## src/design/i2cm_pkg.sv

```systemverilog
// ----------------------------------------------------------------------------
// i2cm_pkg
// Shared types, constants and the segment loader of the I2C register master.
// ----------------------------------------------------------------------------
package i2cm_pkg;

   localparam int TICK_WIDTH_DEF = 16;
   localparam int HP_W           = 16;
   localparam int ADDR_W         = 7;
   localparam int BYTE_W         = 8;

   localparam logic [HP_W-1:0] HALF_PERIOD_RST = 16'd100;

   // register indexes of the write port
   localparam logic CSR_DEVICE_ADDRESS = 1'b0;
   localparam logic CSR_HALF_PERIOD    = 1'b1;

   // operation codes
   localparam logic OP_WRITE = 1'b0;
   localparam logic OP_READ  = 1'b1;

   // transaction steps
   localparam logic [2:0] STEP_ADDR   = 3'd1;
   localparam logic [2:0] STEP_REG    = 3'd2;
   localparam logic [2:0] STEP_DATA   = 3'd3;
   localparam logic [2:0] STEP_RSTART = 3'd3;
   localparam logic [2:0] STEP_ADDR_R = 3'd4;
   localparam logic [2:0] STEP_READ   = 3'd5;
   localparam logic [2:0] STEP_MNACK  = 3'd6;

   typedef enum logic [3:0] {
      PH_IDLE     = 4'd0,
      PH_START_A  = 4'd1,
      PH_START_B  = 4'd2,
      PH_WBIT_LO  = 4'd3,
      PH_WBIT_HI  = 4'd4,
      PH_WACK_LO  = 4'd5,
      PH_WACK_HI  = 4'd6,
      PH_RBIT_LO  = 4'd7,
      PH_RBIT_HI  = 4'd8,
      PH_MNACK_LO = 4'd9,
      PH_MNACK_HI = 4'd10,
      PH_STOP_A   = 4'd11,
      PH_STOP_B   = 4'd12
   } phase_type;

   typedef struct packed {
      phase_type         phase;
      logic              load;
      logic [BYTE_W-1:0] data;
   } seg_type;

   typedef struct packed {
      logic              scl_out;
      logic              sda_out;
      logic              sda_drive;
      logic              busy_res;
      logic              done_res;
      logic [BYTE_W-1:0] read_value;
      logic              nack_seen;
   } rsp_type;

   // What the next step of a transaction starts with.
   function automatic seg_type load_segment(
      input logic              op,
      input logic [2:0]        step,
      input logic [ADDR_W-1:0] addr,
      input logic [BYTE_W-1:0] lreg,
      input logic [BYTE_W-1:0] lval
   );
      seg_type           s;
      logic [BYTE_W-1:0] addr_w;
      addr_w  = {addr, 1'b0};
      s.phase = PH_STOP_A;
      s.load  = 1'b0;
      s.data  = '0;
      if (op == OP_WRITE) begin
         unique case (step)
            STEP_ADDR: begin s.phase = PH_WBIT_LO; s.load = 1'b1; s.data = addr_w; end
            STEP_REG:  begin s.phase = PH_WBIT_LO; s.load = 1'b1; s.data = lreg; end
            STEP_DATA: begin s.phase = PH_WBIT_LO; s.load = 1'b1; s.data = lval; end
            default:   s.phase = PH_STOP_A;
         endcase
      end else begin
         unique case (step)
            STEP_ADDR:   begin s.phase = PH_WBIT_LO; s.load = 1'b1; s.data = addr_w; end
            STEP_REG:    begin s.phase = PH_WBIT_LO; s.load = 1'b1; s.data = lreg; end
            STEP_RSTART: s.phase = PH_START_A;
            STEP_ADDR_R: begin
               s.phase = PH_WBIT_LO; s.load = 1'b1; s.data = addr_w | 8'h01;
            end
            STEP_READ:   begin s.phase = PH_RBIT_LO; s.load = 1'b1; s.data = '0; end
            STEP_MNACK:  s.phase = PH_MNACK_LO;
            default:     s.phase = PH_STOP_A;
         endcase
      end
      return s;
   endfunction

endpackage

```

## src/design/i2cm_seq.sv

```systemverilog
// ----------------------------------------------------------------------------
// i2cm_seq
// Bus sequencer state and the single-tick step: one registered request in,
// next state and the pin/status response out.
// ----------------------------------------------------------------------------
module i2cm_seq import i2cm_pkg::*; #(
   parameter int TICK_WIDTH = TICK_WIDTH_DEF
) (
   input  logic              clock,
   input  logic              reset,
   input  logic              step_en,
   input  logic              start_req,
   input  logic              func,
   input  logic [BYTE_W-1:0] reg_index,
   input  logic [BYTE_W-1:0] write_value,
   input  logic              sda_in,
   input  logic [ADDR_W-1:0] device_address,
   input  logic [HP_W-1:0]   half_period,
   output rsp_type           rsp
);

   localparam int CW = ((TICK_WIDTH > HP_W) ? TICK_WIDTH : HP_W) + 1;
   localparam logic [CW-1:0] CAP = {{(CW-1){1'b0}}, 1'b1} << TICK_WIDTH;

   phase_type               phase_ff, phase_in, ph_e;
   logic [TICK_WIDTH-1:0]   tick_ff, tick_in, tick_e;
   logic [3:0]              bc_ff, bc_in, bc_e, bc_nx;
   logic [2:0]              bs_ff, bs_in, bs_e;
   logic [BYTE_W-1:0]       shift_ff, shift_in, shift_rd;
   logic                    op_ff, op_in;
   logic [BYTE_W-1:0]       lreg_ff, lreg_in, lval_ff, lval_in;
   logic [BYTE_W-1:0]       rbyte_ff, rbyte_in;
   logic                    nack_ff, nack_in;
   logic [CW-1:0]           hp_ext, limit, tick_nx;
   logic                    phase_end, adv, done;
   seg_type                 seg;

   always_comb begin
      ph_e    = phase_ff;
      op_in   = op_ff;
      lreg_in = lreg_ff;
      lval_in = lval_ff;
      nack_in = nack_ff;
      bs_e    = bs_ff;
      bc_e    = bc_ff;
      tick_e  = tick_ff;
      if (phase_ff == PH_IDLE && start_req) begin
         op_in   = func;
         lreg_in = reg_index;
         lval_in = write_value;
         nack_in = 1'b0;
         bs_e    = '0;
         bc_e    = '0;
         tick_e  = '0;
         ph_e    = PH_START_A;
      end

      rsp.scl_out   = 1'b1;
      rsp.sda_out   = 1'b1;
      rsp.sda_drive = 1'b1;
      unique case (ph_e)
         PH_START_B:  rsp.sda_out = 1'b0;
         PH_WBIT_LO:  begin rsp.scl_out = 1'b0; rsp.sda_out = shift_ff[BYTE_W-1]; end
         PH_WBIT_HI:  rsp.sda_out = shift_ff[BYTE_W-1];
         PH_WACK_LO, PH_RBIT_LO: begin rsp.scl_out = 1'b0; rsp.sda_drive = 1'b0; end
         PH_WACK_HI, PH_RBIT_HI: rsp.sda_drive = 1'b0;
         PH_MNACK_LO: rsp.scl_out = 1'b0;
         PH_STOP_A:   begin rsp.scl_out = 1'b0; rsp.sda_out = 1'b0; end
         PH_STOP_B:   rsp.sda_out = 1'b0;
         default: ;
      endcase

      // phase length: zero acts as one, saturates at the counter range
      hp_ext = CW'(half_period);
      if (hp_ext == '0) begin
         limit = {{(CW-1){1'b0}}, 1'b1};
      end else if (hp_ext > CAP) begin
         limit = CAP;
      end else begin
         limit = hp_ext;
      end
      tick_nx   = CW'(tick_e) + {{(CW-1){1'b0}}, 1'b1};
      phase_end = (tick_nx >= limit);

      seg      = load_segment(op_in, bs_e + 3'd1, device_address, lreg_in, lval_in);
      bc_nx    = bc_e + 4'd1;
      shift_rd = {shift_ff[BYTE_W-2:0], sda_in};

      phase_in = ph_e;
      tick_in  = tick_e;
      bc_in    = bc_e;
      bs_in    = bs_e;
      shift_in = shift_ff;
      rbyte_in = rbyte_ff;
      adv      = 1'b0;
      done     = 1'b0;

      if (ph_e != PH_IDLE) begin
         if (phase_end) begin
            tick_in = '0;
            unique case (ph_e)
               PH_START_A:  phase_in = PH_START_B;
               PH_START_B:  adv = 1'b1;
               PH_WBIT_LO:  phase_in = PH_WBIT_HI;
               PH_WBIT_HI: begin
                  shift_in = {shift_ff[BYTE_W-2:0], 1'b0};
                  if (bc_nx[3]) begin
                     bc_in    = '0;
                     phase_in = PH_WACK_LO;
                  end else begin
                     bc_in    = bc_nx;
                     phase_in = PH_WBIT_LO;
                  end
               end
               PH_WACK_LO:  phase_in = PH_WACK_HI;
               PH_WACK_HI: begin
                  if (sda_in) nack_in = 1'b1;
                  adv = 1'b1;
               end
               PH_RBIT_LO:  phase_in = PH_RBIT_HI;
               PH_RBIT_HI: begin
                  shift_in = shift_rd;
                  if (bc_nx[3]) begin
                     rbyte_in = shift_rd;
                     bc_in    = '0;
                     adv      = 1'b1;
                  end else begin
                     bc_in    = bc_nx;
                     phase_in = PH_RBIT_LO;
                  end
               end
               PH_MNACK_LO: phase_in = PH_MNACK_HI;
               PH_MNACK_HI: adv = 1'b1;
               PH_STOP_A:   phase_in = PH_STOP_B;
               PH_STOP_B: begin
                  phase_in = PH_IDLE;
                  bs_in    = '0;
                  bc_in    = '0;
                  done     = 1'b1;
               end
               default:     phase_in = PH_IDLE;
            endcase
            if (adv) begin
               bs_in    = bs_e + 3'd1;
               phase_in = seg.phase;
               if (seg.load) begin
                  shift_in = seg.data;
                  bc_in    = '0;
               end
            end
         end else begin
            tick_in = tick_nx[TICK_WIDTH-1:0];
         end
      end

      rsp.busy_res   = (phase_in != PH_IDLE);
      rsp.done_res   = done;
      rsp.read_value = rbyte_in;
      rsp.nack_seen  = nack_in;
   end

   always_ff @(posedge clock) begin
      if (reset) begin
         phase_ff <= PH_IDLE;
         tick_ff  <= '0;
         bc_ff    <= '0;
         bs_ff    <= '0;
         shift_ff <= '0;
         op_ff    <= OP_WRITE;
         lreg_ff  <= '0;
         lval_ff  <= '0;
         rbyte_ff <= '0;
         nack_ff  <= 1'b0;
      end else if (step_en) begin
         phase_ff <= phase_in;
         tick_ff  <= tick_in;
         bc_ff    <= bc_in;
         bs_ff    <= bs_in;
         shift_ff <= shift_in;
         op_ff    <= op_in;
         lreg_ff  <= lreg_in;
         lval_ff  <= lval_in;
         rbyte_ff <= rbyte_in;
         nack_ff  <= nack_in;
      end
   end

endmodule

```

## src/design/i2c_register_access_master.sv

```systemverilog
// ----------------------------------------------------------------------------
// i2c_register_access_master
// Tick-driven I2C master for single-register writes and reads.
// A taken request waits in the request register; its response is registered
// when it steps. Throughput: one request (one bus tick) per cycle unless the
// response stalls; the step is one pass of logic between the two registers.
// Reset: sequencer idle (scl and sda high), counters and flags cleared,
// device_address 0, half_period 100.
// ----------------------------------------------------------------------------
module i2c_register_access_master import i2cm_pkg::*; #(
   parameter int TICK_WIDTH = TICK_WIDTH_DEF
) (
   input  logic              clock,
   input  logic              reset,
   input  logic              req_valid,
   output logic              req_ready,
   input  logic              req_start_req,
   input  logic              req_func,
   input  logic [BYTE_W-1:0] req_reg_index,
   input  logic [BYTE_W-1:0] req_write_value,
   input  logic              req_sda_in,
   output logic              rsp_valid,
   input  logic              rsp_ready,
   output logic              rsp_scl_out,
   output logic              rsp_sda_out,
   output logic              rsp_sda_drive,
   output logic              rsp_busy_res,
   output logic              rsp_done_res,
   output logic [BYTE_W-1:0] rsp_read_value,
   output logic              rsp_nack_seen,
   input  logic              csr_wr_en,
   input  logic              csr_index,
   input  logic [HP_W-1:0]   csr_wr_data
);

   logic              in_vld_ff, in_vld_in;
   logic              start_ff, func_ff, sda_ff;
   logic [BYTE_W-1:0] reg_ff, val_ff;
   logic              out_vld_ff, out_vld_in;
   rsp_type           rsp_ff, step_rsp;
   logic [ADDR_W-1:0] addr_ff;
   logic [HP_W-1:0]   hp_ff;
   logic              advance, req_take;

   assign advance   = in_vld_ff && (!out_vld_ff || rsp_ready);
   assign req_ready = !in_vld_ff || advance;
   assign req_take  = req_valid && req_ready;

   always_comb begin
      in_vld_in = in_vld_ff;
      if (req_take) begin
         in_vld_in = 1'b1;
      end else if (advance) begin
         in_vld_in = 1'b0;
      end
      out_vld_in = out_vld_ff;
      if (advance) begin
         out_vld_in = 1'b1;
      end else if (rsp_ready) begin
         out_vld_in = 1'b0;
      end
   end

   always_ff @(posedge clock) begin
      if (reset) begin
         in_vld_ff  <= 1'b0;
         out_vld_ff <= 1'b0;
         addr_ff    <= '0;
         hp_ff      <= HALF_PERIOD_RST;
      end else begin
         in_vld_ff  <= in_vld_in;
         out_vld_ff <= out_vld_in;
         if (csr_wr_en) begin
            if (csr_index == CSR_DEVICE_ADDRESS) begin
               addr_ff <= csr_wr_data[ADDR_W-1:0];
            end else begin
               hp_ff <= csr_wr_data;
            end
         end
      end
   end

   always_ff @(posedge clock) begin
      if (req_take) begin
         start_ff <= req_start_req;
         func_ff  <= req_func;
         reg_ff   <= req_reg_index;
         val_ff   <= req_write_value;
         sda_ff   <= req_sda_in;
      end
      if (advance) begin
         rsp_ff <= step_rsp;
      end
   end

   i2cm_seq #(
      .TICK_WIDTH (TICK_WIDTH)
   ) u_seq (
      .clock          (clock),
      .reset          (reset),
      .step_en        (advance),
      .start_req      (start_ff),
      .func           (func_ff),
      .reg_index      (reg_ff),
      .write_value    (val_ff),
      .sda_in         (sda_ff),
      .device_address (addr_ff),
      .half_period    (hp_ff),
      .rsp            (step_rsp)
   );

   assign rsp_valid      = out_vld_ff;
   assign rsp_scl_out    = rsp_ff.scl_out;
   assign rsp_sda_out    = rsp_ff.sda_out;
   assign rsp_sda_drive  = rsp_ff.sda_drive;
   assign rsp_busy_res   = rsp_ff.busy_res;
   assign rsp_done_res   = rsp_ff.done_res;
   assign rsp_read_value = rsp_ff.read_value;
   assign rsp_nack_seen  = rsp_ff.nack_seen;

endmodule
```

## config.mk

```make
export PLATFORM = sky130hd
export DESIGN_NAME = i2c_register_access_master
export DESIGN_NICKNAME = d
export VERILOG_FILES = /design/src/design/i2cm_pkg.sv /design/src/design/i2cm_seq.sv /design/src/design/i2c_register_access_master.sv
export SDC_FILE = /design/constraint.sdc
export NUM_CORES = 1
export LEC_CHECK = 0
export ABC_CLOCK_PERIOD_IN_PS = 4900
export BUFFER_PORTS_ARGS = -buffer_cell sky130_fd_sc_hd__buf_4
export CORE_AREA = 2 2 104 116
export DETAILED_ROUTE_END_ITERATION = 16
export DIE_AREA = 0 0 106 118
export PLACE_DENSITY = 0.77
export SYNTH_ARGS = -nofsm -noshare
export SYNTH_HDL_FRONTEND = slang
export SYNTH_SLANG_ARGS = --single-unit
```

## constraint.sdc

```tcl
create_clock -name clock -period 4.9 [get_ports clock]
set_input_delay 0.49 -clock clock [delete_from_list [all_inputs] [get_ports clock]]
set_output_delay 0.49 -clock clock [all_outputs]
set_load 0.005 [all_outputs]
```

### Yosys cells after proc, flatten, opt, wreduce, memory -nomap -nowiden

Index checks and enable logic that the tools add are counted.

* input port bits: 41
* output and inout port bits: 16
* register bits after elaboration: 119
* logic and storage cells: 131

* multiplexer cells: 56
* add/sub/neg operators: 3
* order comparisons: 2
* equal/unequal tests: 18
* reductions and logical operators: 25
* bitwise operators: 1

Operators with widths (count)
* $mux W8: 8
* $mux W16: 3
* $mux W4: 11
* $pmux W4 S9: 1
* $pmux W9 S4: 1
* $mux W17: 2
* $pmux W9 S3: 1
* $mux W3: 7
* $eq A4 B4 Y1 const B: 5
* $add A16 B1 Y17 const B: 1
* $ge A17 B17 Y1: 1
* $gt A16 B17 Y1 const B: 1
* $eq A4 B3 Y1 const B: 4
* $logic_not A16 Y1: 1
* $mux W1: 16
* $pmux W4 S4: 1
* $pmux W8 S2: 1
* $mux W13: 1
* $reduce_or A3 Y1: 4
* $eq A3 B3 Y1 const B: 3
* $eq A4 B2 Y1 const B: 2
* $pmux W4 S2: 1
* $reduce_bool A4 Y1: 2
* $eq A3 B2 Y1 const B: 2
* other kinds (16): 25

### Depth between registers and ports, before layout

Gate-level depths: netlist of the first run.

* depth in word-level cells: 12
* depth in mapped cells: 21
* depth with buffers taken out: 17

### By module

A second synthesis of the first run with hierarchy kept.

* cell total of the unflattened synthesis: 693
* area, all modules: 6399.9 um2

Modules (own cells, without submodules)
* i2cm_seq: instances 1, cells an instance 550, sequential area each 1221.2 um2, area each 4229.1 um2
* i2c_register_access_master: instances 1, cells an instance 143, sequential area each 1491.4 um2, area each 2170.8 um2

### Least setup slack after synthesis of the first run

No wires, ideal clock.

* kind: reg2reg
* start: reg start_ff
* end: reg rsp_ff (netlist bit rsp_read_value[0]), data pin
* cell stages (with the launch flop): 21
* path buffers: 4
* arrival: 4622 ps
* path slack: 18 ps
* path through: edfxtp_1 clkbuf_1 nand2_1 clkbuf_1 clkbuf_1 and2_1 ha_1 nand2_1 a2111oi_4 and3_1 xnor2_1 nor2_1 ha_1 a21oi_1 o21ai_0 a221o_1 a311o_1 or2_2 buf_2 nand3_2 mux2_2

RTL lines
* from (decl): line i2c_register_access_master.sv:37 `logic start_ff, func_ff, sda_ff;`
* from (signal assigned): line i2c_register_access_master.sv:85 `start_ff <= req_start_req;`
* to (signal assigned): line i2c_register_access_master.sv:92 `rsp_ff <= step_rsp;`
* to (decl): line i2c_register_access_master.sv:40 `rsp_type rsp_ff, step_rsp;`

==> qor.log, run 1 <==
INFO  place          numPortBuffers=56
INFO  grt            grt_antenna_before_repair=0
INFO  worst_setup_path r2r_cells=17
INFO  clock_network  worst_setup_hold_path_clk_slew=0.06ns
INFO  route          route.detailed.wl_per_inst=16.93um
INFO  final_layout   final_nets=788
INFO  clock_network  cts-root-to-sink-buffers=2
INFO  route          drt_first_iter_violations=572
INFO  sta            timing.fmax=213.8MHz
INFO  synthesis      yosysUniqueCellTypes=65
INFO  clock_network  post-cts-setup-buffers=0
INFO  pwr            power.switching_fraction=21.94%
INFO  grt            grt_usage=24.63%
INFO  sta            max_slew_margin=37.52%
INFO  final_layout   area_delta_synth_final=19.34%
INFO  clock_network  hold_buffer_count_at_cts=0
INFO  clock_network  tritoncts=yes
INFO  grt            grt_first_pass_wirelength=24580um
INFO  sta            finalClockSkew=0.01104ns
INFO  place          gpl.final_weighted_congestion=0.9236
INFO  hold_path      whs_endpoint=val_ff[4]
INFO  floorplan      top_level_ports=57
INFO  final_layout   post_route_cells_drive_above_1_share=16.01%
INFO  floorplan      core_area=11340um2
INFO  synthesis      synth-simple-area-share=19.32%
INFO  synthesis      synth_nets=739
INFO  grt            first_global_vias=5163
INFO  sta            grt_setup_unrepaired=no
INFO  synthesis      asyncSetResetFlopFracSynth=0%
INFO  sta            setup_viol=0
INFO  sta            report.final.hold_viol_count=0
INFO  worst_setup_path rrSetupSlack=0.22ns
INFO  floorplan      placementRows=41
INFO  clock_network  clk_latency=0.41ns
INFO  worst_setup_path critical_path.reg2reg.startpoint=u_seq.phase_ff[1]
INFO  route          detailroute.via_count=5292
INFO  synthesis      synth_warnings=0
INFO  clock_network  cts_sinks=119
INFO  sta            maxSlewViolCount=0
INFO  worst_setup_path crit_path_start_kind=register
INFO  clock_network  numCtsBuffers=17
INFO  clock_network  cts_root_buffer=clkbuf_16
INFO  synthesis      synthesis.area=6037um2
INFO  floorplan      fp.dieArea=12510um2
INFO  pwr            internal_power=0.001968W
INFO  final_layout   final_instance_count_excl_fillers=887
INFO  route          drt_pre_antenna_iters=6
INFO  job            maxCapViolations=0
INFO  hold_path      hp-class=primary input to register
INFO  hold_path      hold_start=req_write_value[4]
INFO  route          post-route-drc-count=0
INFO  pwr            p_clk_share=50.6%
INFO  worst_setup_path cp_max_fo=8
INFO  clock_network  htree_num_levels=4
INFO  place          hpwl=10190um
INFO  sta            timing_worst_slew_pin_value=0.9372ns
INFO  floorplan      dieHeight=118um
INFO  synthesis      sequential_cell_area_fraction_in_the_yosys_report=44.93%
INFO  pwr            total_switching_power=0.0005532W
INFO  sta            fin_crit=4.677ns
INFO  worst_setup_path cpMaxStageDelayCell=a2111oi_4
INFO  synthesis      muxShareOfSynthArea=6.632%
INFO  pwr            pwr-share-seq=42.3%
INFO  synthesis      synth_top_flop_cell=dfxtp_1
INFO  final_layout   fill_cells=873
INFO  sta            timing.setup.tns=0ns
INFO  worst_setup_path timing.critical_path.cells=nor4_4 > nand2_1 > and2_1 > ha_1 > nand2_1 > a2111oi_4 > and3_1 > xnor2_1 > nor2_1 > ha_1 > a21oi_1 > o21ai_0 > a221o_1 > a311o_1 > or2_2 > nand3_2 > mux2_2
INFO  worst_setup_path critical_path_arrival=4.83ns
INFO  worst_setup_path critical_path_class=register to register
INFO  synthesis      netlist_instances=675
INFO  worst_setup_path crit-reg2reg-capture=rsp_read_value[2]
INFO  worst_setup_path critical-path-max-stage-delay=0.47ns
INFO  synthesis      synth-edff-count=33
INFO  synthesis      ys_seq_elements=119
INFO  place          post_dp_cell_area=6593um2
INFO  floorplan      die-width=106um
INFO  floorplan      initial_core_util=53.25%
INFO  final_layout   antenna_cells=0
INFO  worst_setup_path required=5.05ns
INFO  grt            grt_start_max_net_pins=81
INFO  route          route.antenna.remaining_nets=0
INFO  pwr            cellPowerDensity=350.0nW/um2
INFO  status         run_status=completed
INFO  worst_setup_path cp_endpoint_kind=register
INFO  pwr            power_frac_comb=7.1%
INFO  route          detail_route.vias_per_cell=5.966
INFO  clock_network  gates_resized_cts_repair=0
INFO  pwr            power.static_leakage=2.872nW
INFO  synthesis      synth_fa_ha_area_share=4.767%
INFO  synthesis      synthXorXnorAreaFrac=2.176%
INFO  final_layout   post-route-cell-area=7204um2
INFO  place          placedCellCount=855
INFO  synthesis      synth-compound-area-share=18.07%
INFO  synthesis      combinational_family_with_the_most_area_after_synthesis=simple AND/OR/NAND/NOR gates
INFO  sta            finalCritPeriodShare=95.45%
INFO  hold_path      hold_depth=1
INFO  synthesis      syn_area_per_cell=8.944um2
INFO  grt            gr-total-overflow=0
INFO  route          drt-total-wl=15020um
INFO  pwr            worst_ir_drop_on_vdd=243.8uV
flip-flops by register name, indices dropped and copies added, names as in the netlist, 3 cells and up:
name	count
u_seq.bs_ff	3
val_ff	8
u_seq.rbyte_ff	8
u_seq.tick_ff	16
hp_ff	16
u_seq.lreg_ff	8
reg_ff	8
addr_ff	7
rsp_read_value	8
u_seq.phase_ff	4
u_seq.shift_ff	8
u_seq.lval_ff	8
u_seq.bc_ff	4
cell usage in the layout (no fill, tap or decap), types with 7 or more instances in the layout:
cell	synthesis	routed
nand2_1	101	101
dfxtp_1	86	86
a21oi_1	71	71
buf_4	2	67
nor2_1	65	64
edfxtp_1	33	33
mux2i_1	31	31
inv_1	23	23
ha_1	23	23
nand3_1	21	21
clkbuf_16	0	18
o21ai_0	15	15
a211oi_1	13	13
nor3_1	11	11
xor2_1	11	11
o211ai_1	10	10
a221o_1	8	8
mux2_2	8	8
and2_1	7	7
o22ai_1	7	7
and3_1	7	7
Yosys cell counts, types with 4 or more instances:
cell      number  area [um2]
a31oi_1        6       37.54
a21oi_1       71       355.3
mux2i_1       31       310.3
mux2_2         8       90.09
nor2_1        65       244.0
xnor2_1        4       35.03
or2_2          4       25.02
nor3_1        11       55.05
buf_2          6       30.03
o211ai_1      10       75.07
and2_1         7       43.79
nand2b_1       5       31.28
xor2_1        11       96.34
a221o_1        8       80.08
nand3_1       21       105.1
nor2b_1        5       31.28
and3_1         7       43.79
nor4_1         5       31.28
o21ai_0       15       75.07
o21a_1         5       37.54
nand2_1      101       379.1
dfxtp_1       86        1722
clkbuf_1      27       101.4
ha_1          23       287.8
inv_1         23       86.33
a21o_1         5       37.54
a211oi_1      13       97.59
edfxtp_1      33       991.0
o22ai_1        7       43.79
critical path, delay by kind of cell, from the launching register on:
family | cells | cell delay [ns]
xor gates and xnor gates | 1 | 0.12
muxes | 1 | 0.37
DFF | 1 | 0.38
AOI/OAI and AO/OA | 5 | 1.52
adders and majority gates | 2 | 0.57
and+or+nand+nor | 8 | 1.45
final cells by class:
class | instances | area (um2) | area share [%]
inverters | 24 | 90.09 | 1.250
flip-flops and latches | 119 | 2713 | 37.65
well taps | 150 | 187.7 | 2.605
clock inverters | 9 | 122.6 | 1.702
repair buffers | 68 | 523.0 | 7.259
clock buffers | 23 | 489.2 | 6.791
multi-input cells | 494 | 3079 | 42.74
layer usage:
metal | GRT usage, % | part of all wire [%] | vias up
li1 | - | - | 2516
met1 | 30.05 | 40 | 2496
met2 | 41.98 | 51 | 242
met3 | 5.814 | 6.8 | 38
met4 | 9.375 | 2.2 | 0
met5 | 0 | 0 | -
cell families after synthesis:
kind of cell             count (synthesis)
AO/OA/AOI/OAI                          166
XOR/XNOR                                15
adder cells (fa/ha/maj)                 23
buffers and inverters                   62
flip-flops                             119
multiplexers                            39
AND/OR/NAND/NOR                        251
worst max path at each step:
stage / cells past startpoint / endpoint / from / slack (ns)
final: 17 / rsp_read_value[2] / u_seq.phase_ff[1] / 0.22
after global routing: 17 / rsp_read_value[4] / u_seq.phase_ff[0] / 0.04
after CTS: 17 / rsp_read_value[3] / u_seq.phase_ff[1] / 0.29
after detailed placement: 17 / rsp_read_value[2] / u_seq.phase_ff[1] / 0.43
after global placement: 17 / rsp_read_value[3] / u_seq.phase_ff[1] / 0.59
after floorplan: 20 / rsp_read_value[0] / start_ff / 0.02
per-stage QoR:
| step | worst slack, ns | power, W | hold slack [ns] | utilization, % |
|---|---|---|---|---|
| floorplan | 0.01808 | 0.001190 | 0.4357 | - |
| finish | 0.2232 | 0.002521 | 0.2499 | 63.55 |
| detailed placement | 0.4302 | 0.001261 | 0.4493 | 58.15 |
| global route | 0.04478 | 0.002593 | 0.2405 | 63.55 |
| global placement | 0.5910 | 0.001254 | 0.4415 | 58.15 |
| CTS | 0.2876 | 0.002529 | 0.2397 | 63.55 |
power groups by stage:
stage	clock network, W	registers [W]	logic (W)
after global placement	0	0.00108	0.000169
after floorplan	0	0.00108	0.000110
final	0.00128	0.00107	0.000178
after detailed placement	0	0.00109	0.000175
after CTS	0.00129	0.00107	0.000176
after global routing	0.00133	0.00107	0.000195
No activity file was read; power rests on OpenSTA's default activity.
==> run 2, diff against run 1 <==
--- a/config.mk
+++ b/config.mk
@@ -5,12 +5,14 @@
 export SDC_FILE = /design/constraint.sdc
 export NUM_CORES = 1
 export LEC_CHECK = 0
-export ABC_CLOCK_PERIOD_IN_PS = 4900
+export ABC_CLOCK_PERIOD_IN_PS = 4100
 export BUFFER_PORTS_ARGS = -buffer_cell sky130_fd_sc_hd__buf_4
 export CORE_AREA = 2 2 104 116
 export DETAILED_ROUTE_END_ITERATION = 16
 export DIE_AREA = 0 0 106 118
 export PLACE_DENSITY = 0.77
+export RECOVER_POWER = 100
+export SKIP_CTS_REPAIR_TIMING = 1
 export SYNTH_ARGS = -nofsm -noshare
 export SYNTH_HDL_FRONTEND = slang
 export SYNTH_SLANG_ARGS = --single-unit
==> constraint.sdc (replaced) <==
create_clock -name clock -period 4.1 [get_ports clock]
set_input_delay 0.41 -clock clock [delete_from_list [all_inputs] [get_ports clock]]
set_output_delay 0.41 -clock clock [all_outputs]
set_load 0.005 [all_outputs]
==> run 2 against run 1 <==
The run now ends with negative setup slack left; sequential power increased by 19%; global-route usage increased by 0.49 points; clock-buffer cell count decreased by 4; via count increased by 0.74%; setup slack got worse by 0.28 ns; critical path type unchanged; critical endpoint is now rsp_read_value[4]; highest routed layer unchanged.
==> qor.log, run 2 (synthesis results as in run 1) <==
INFO  status         run_status=finished with violations [was completed]
INFO  status         violations=negative setup slack
INFO  floorplan      initial_core_util=53.25% [unchanged]
INFO  route          detail_route.vias_per_cell=5.910 [was 5.966]
INFO  sta            timing.setup.tns=-0.3529ns [was 0 ns]
INFO  sta            max_slew_margin=42.39% [was 37.52%]
INFO  grt            grt_antenna_before_repair=0 [unchanged]
INFO  sta            fin_crit=4.155ns [was 4.677 ns]
INFO  sta            timing_worst_slew_pin_value=0.8632ns [was 0.9372 ns]
INFO  route          post-route-drc-count=0 [unchanged]
INFO  pwr            cellPowerDensity=406.2nW/um2 [was 350.0 nW/um2]
INFO  clock_network  clk_latency=0.42ns [was 0.41 ns]
INFO  final_layout   post-route-cell-area=7361um2 [was 7204 um2]
INFO  route          detailroute.via_count=5331 [was 5292]
INFO  floorplan      dieHeight=118um [unchanged]
INFO  grt            grt_start_max_net_pins=81 [unchanged]
INFO  sta            timing.fmax=240.7MHz [was 213.8 MHz]
INFO  grt            grt_usage=25.12% [was 24.63%]
INFO  worst_setup_path cp_endpoint_kind=register [unchanged]
INFO  sta            grt_setup_unrepaired=yes [was no]
INFO  clock_network  worst_setup_hold_path_clk_slew=0.06ns [about the same]
INFO  grt            grt_first_pass_wirelength=25230um [was 24580 um]
INFO  final_layout   area_used_by_multi_input_combinational_logic=3148um2 [was 3079 um2]
INFO  clock_network  htree_num_levels=4 [unchanged]
INFO  place          gpl.final_weighted_congestion=0.8999 [was 0.9236]
INFO  grt            first_global_vias=5307 [was 5163]
INFO  sta            finalCritPeriodShare=101.3% [was 95.45%]
INFO  sta            finalClockSkew=0.008190ns [was 0.01104 ns]
INFO  sta            report.final.hold_viol_count=0 [unchanged]
INFO  final_layout   layout.cells.most_common_list=nand2_1 (99), dfxtp_1 (83), a21oi_1 (71) [was nand2_1 (101), dfxtp_1 (86), a21oi_1 (71)]
INFO  floorplan      die-width=106um [unchanged]
INFO  sta            maxSlewViolCount=0 [unchanged]
INFO  route          drt_pre_antenna_iters=8 [was 6]
INFO  final_layout   post_route_cells_drive_above_1_share=18.88% [was 16.01%]
INFO  clock_network  cts_sinks=119 [unchanged]
INFO  floorplan      placementRows=41 [unchanged]
INFO  sta            fin_worst_hold_slack=0.1915ns [was 0.2499 ns]
INFO  floorplan      core_area=11340um2 [unchanged]
INFO  final_layout   final_nets=803 [was 788]
INFO  place          post_dp_cell_area=6673um2 [was 6593 um2]
INFO  final_layout   antenna_cells=0 [unchanged]
INFO  sta            postLayoutSetupSlackWorst=-0.05491ns [was 0.2232 ns]
INFO  route          drt-total-wl=15280um [was 15020 um]
INFO  clock_network  cts_root_buffer=clkbuf_16 [unchanged]
INFO  route          route.detailed.wl_per_inst=16.94um [was 16.93 um]
INFO  sta            setup_viol=8 [was 0]
INFO  grt            gr-total-overflow=0 [unchanged]
INFO  hold_path      hp-class=primary input to register [unchanged]
INFO  final_layout   reg.largest.list=hp_ff x16, u_seq.tick_ff x16 [unchanged]
INFO  worst_setup_path cp_max_fo=8 [unchanged]
INFO  place          numPortBuffers=56 [unchanged]
INFO  clock_network  cts-root-to-sink-buffers=2 [unchanged]
INFO  clock_network  numCtsBuffers=17 [unchanged]
INFO  floorplan      fp.dieArea=12510um2 [unchanged]
INFO  final_layout   layout_commonest_cell=nand2_1 [unchanged]
INFO  route          route.antenna.remaining_nets=0 [unchanged]
INFO  worst_setup_path critical_path_arrival=4.32ns [was 4.83 ns]
INFO  job            maxCapViolations=0 [unchanged]
INFO  final_layout   area_delta_synth_final=21.93% [was 19.34%]
INFO  worst_setup_path crit_path_start_kind=register [unchanged]
INFO  pwr            power.total=0.002990W [was 0.002521 W]
INFO  pwr            power.static_leakage=2.964nW [was 2.872 nW]
INFO  route          drt_first_iter_violations=496 [was 572]
INFO  pwr            worst_ir_drop_on_vdd=316.3uV [was 243.8 uV]
INFO  floorplan      top_level_ports=57 [unchanged]
INFO  clock_network  tritoncts=yes [unchanged]
INFO  final_layout   fill_cells=847 [was 873]
INFO  worst_setup_path required=4.27ns [was 5.05 ns]
INFO  worst_setup_path critical_path_class=register to register [unchanged]
INFO  place          hpwl=10120um [was 10190 um]
INFO  final_layout   final-seq-area=2719um2 [was 2713 um2]
[run 2: cell count changes in the layout (fill, tap and decap cells not counted), sizes merged]
cell,previous run,this run
inv,23,24
clkbuf,23,54
clkinv,5,7
clkinvlp,2,3
buf,68,48
[run 2: worst max-delay path, cell delays in order (launching register included)]
cell,delay (ns)
edfxtp_1,0.41
nand2_2,0.12
and2_4,0.17
ha_4,0.15
nand2_4,0.05
a2111oi_4,0.45
and3_1,0.24
xnor2_1,0.12
nor2_1,0.08
ha_1,0.34
a21oi_1,0.15
o21ai_1,0.08
a221o_1,0.31
a311o_2,0.42
or2_4,0.30
nand3_4,0.19
mux2_4,0.33
[run 2: layout make-up]
cell class                      count  share of cell area, %
Sequential cell                   119                  36.94
Timing Repair Buffer               83                  8.414
Inverter                           24                  1.224
Tap cell                          150                  2.550
Clock inverter                     13                  2.091
Clock buffer                       19                  6.017
Multi-Input combinational cell    494                  42.77
[run 2: final timing paths]
kind	from	to	slack [ns]	cells past startpoint
worst max-delay path	start_ff	rsp_read_value[4]	-0.05	16
worst max register to register	start_ff	rsp_read_value[4]	-0.05	16
worst min-delay path	req_reg_index[6]	reg_ff[6]	0.19	1
worst min register to register	u_seq.lval_ff[4]	u_seq.lval_ff[4]	0.45	2
[run 2: power by group]
group	internal (W)	switching, W
clock network	0.000966	0.000536
logic	0.0000844	0.000129
registers	0.00125	0.0000257
total	0.00230	0.000691
[run 2: through the flow]
stage	util, %	setup WS, ns	instances
floorplan	-	-0.1523	675
global placement	58.86	0.1694	859
detailed placement	58.86	0.05263	859
CTS	64.12	-0.003135	891
global route	64.93	-0.1561	902
finish	64.93	-0.05491	902
[run 2: metal layers]
layer | global-route usage (%) | up-vias | wire (um)
li1 | - | 2548 | -
met1 | 31.89 | 2518 | 6474
met2 | 40.28 | 217 | 7457
met3 | 5.759 | 48 | 947
met4 | 12.09 | 0 | 397
met5 | 0 | - | 0
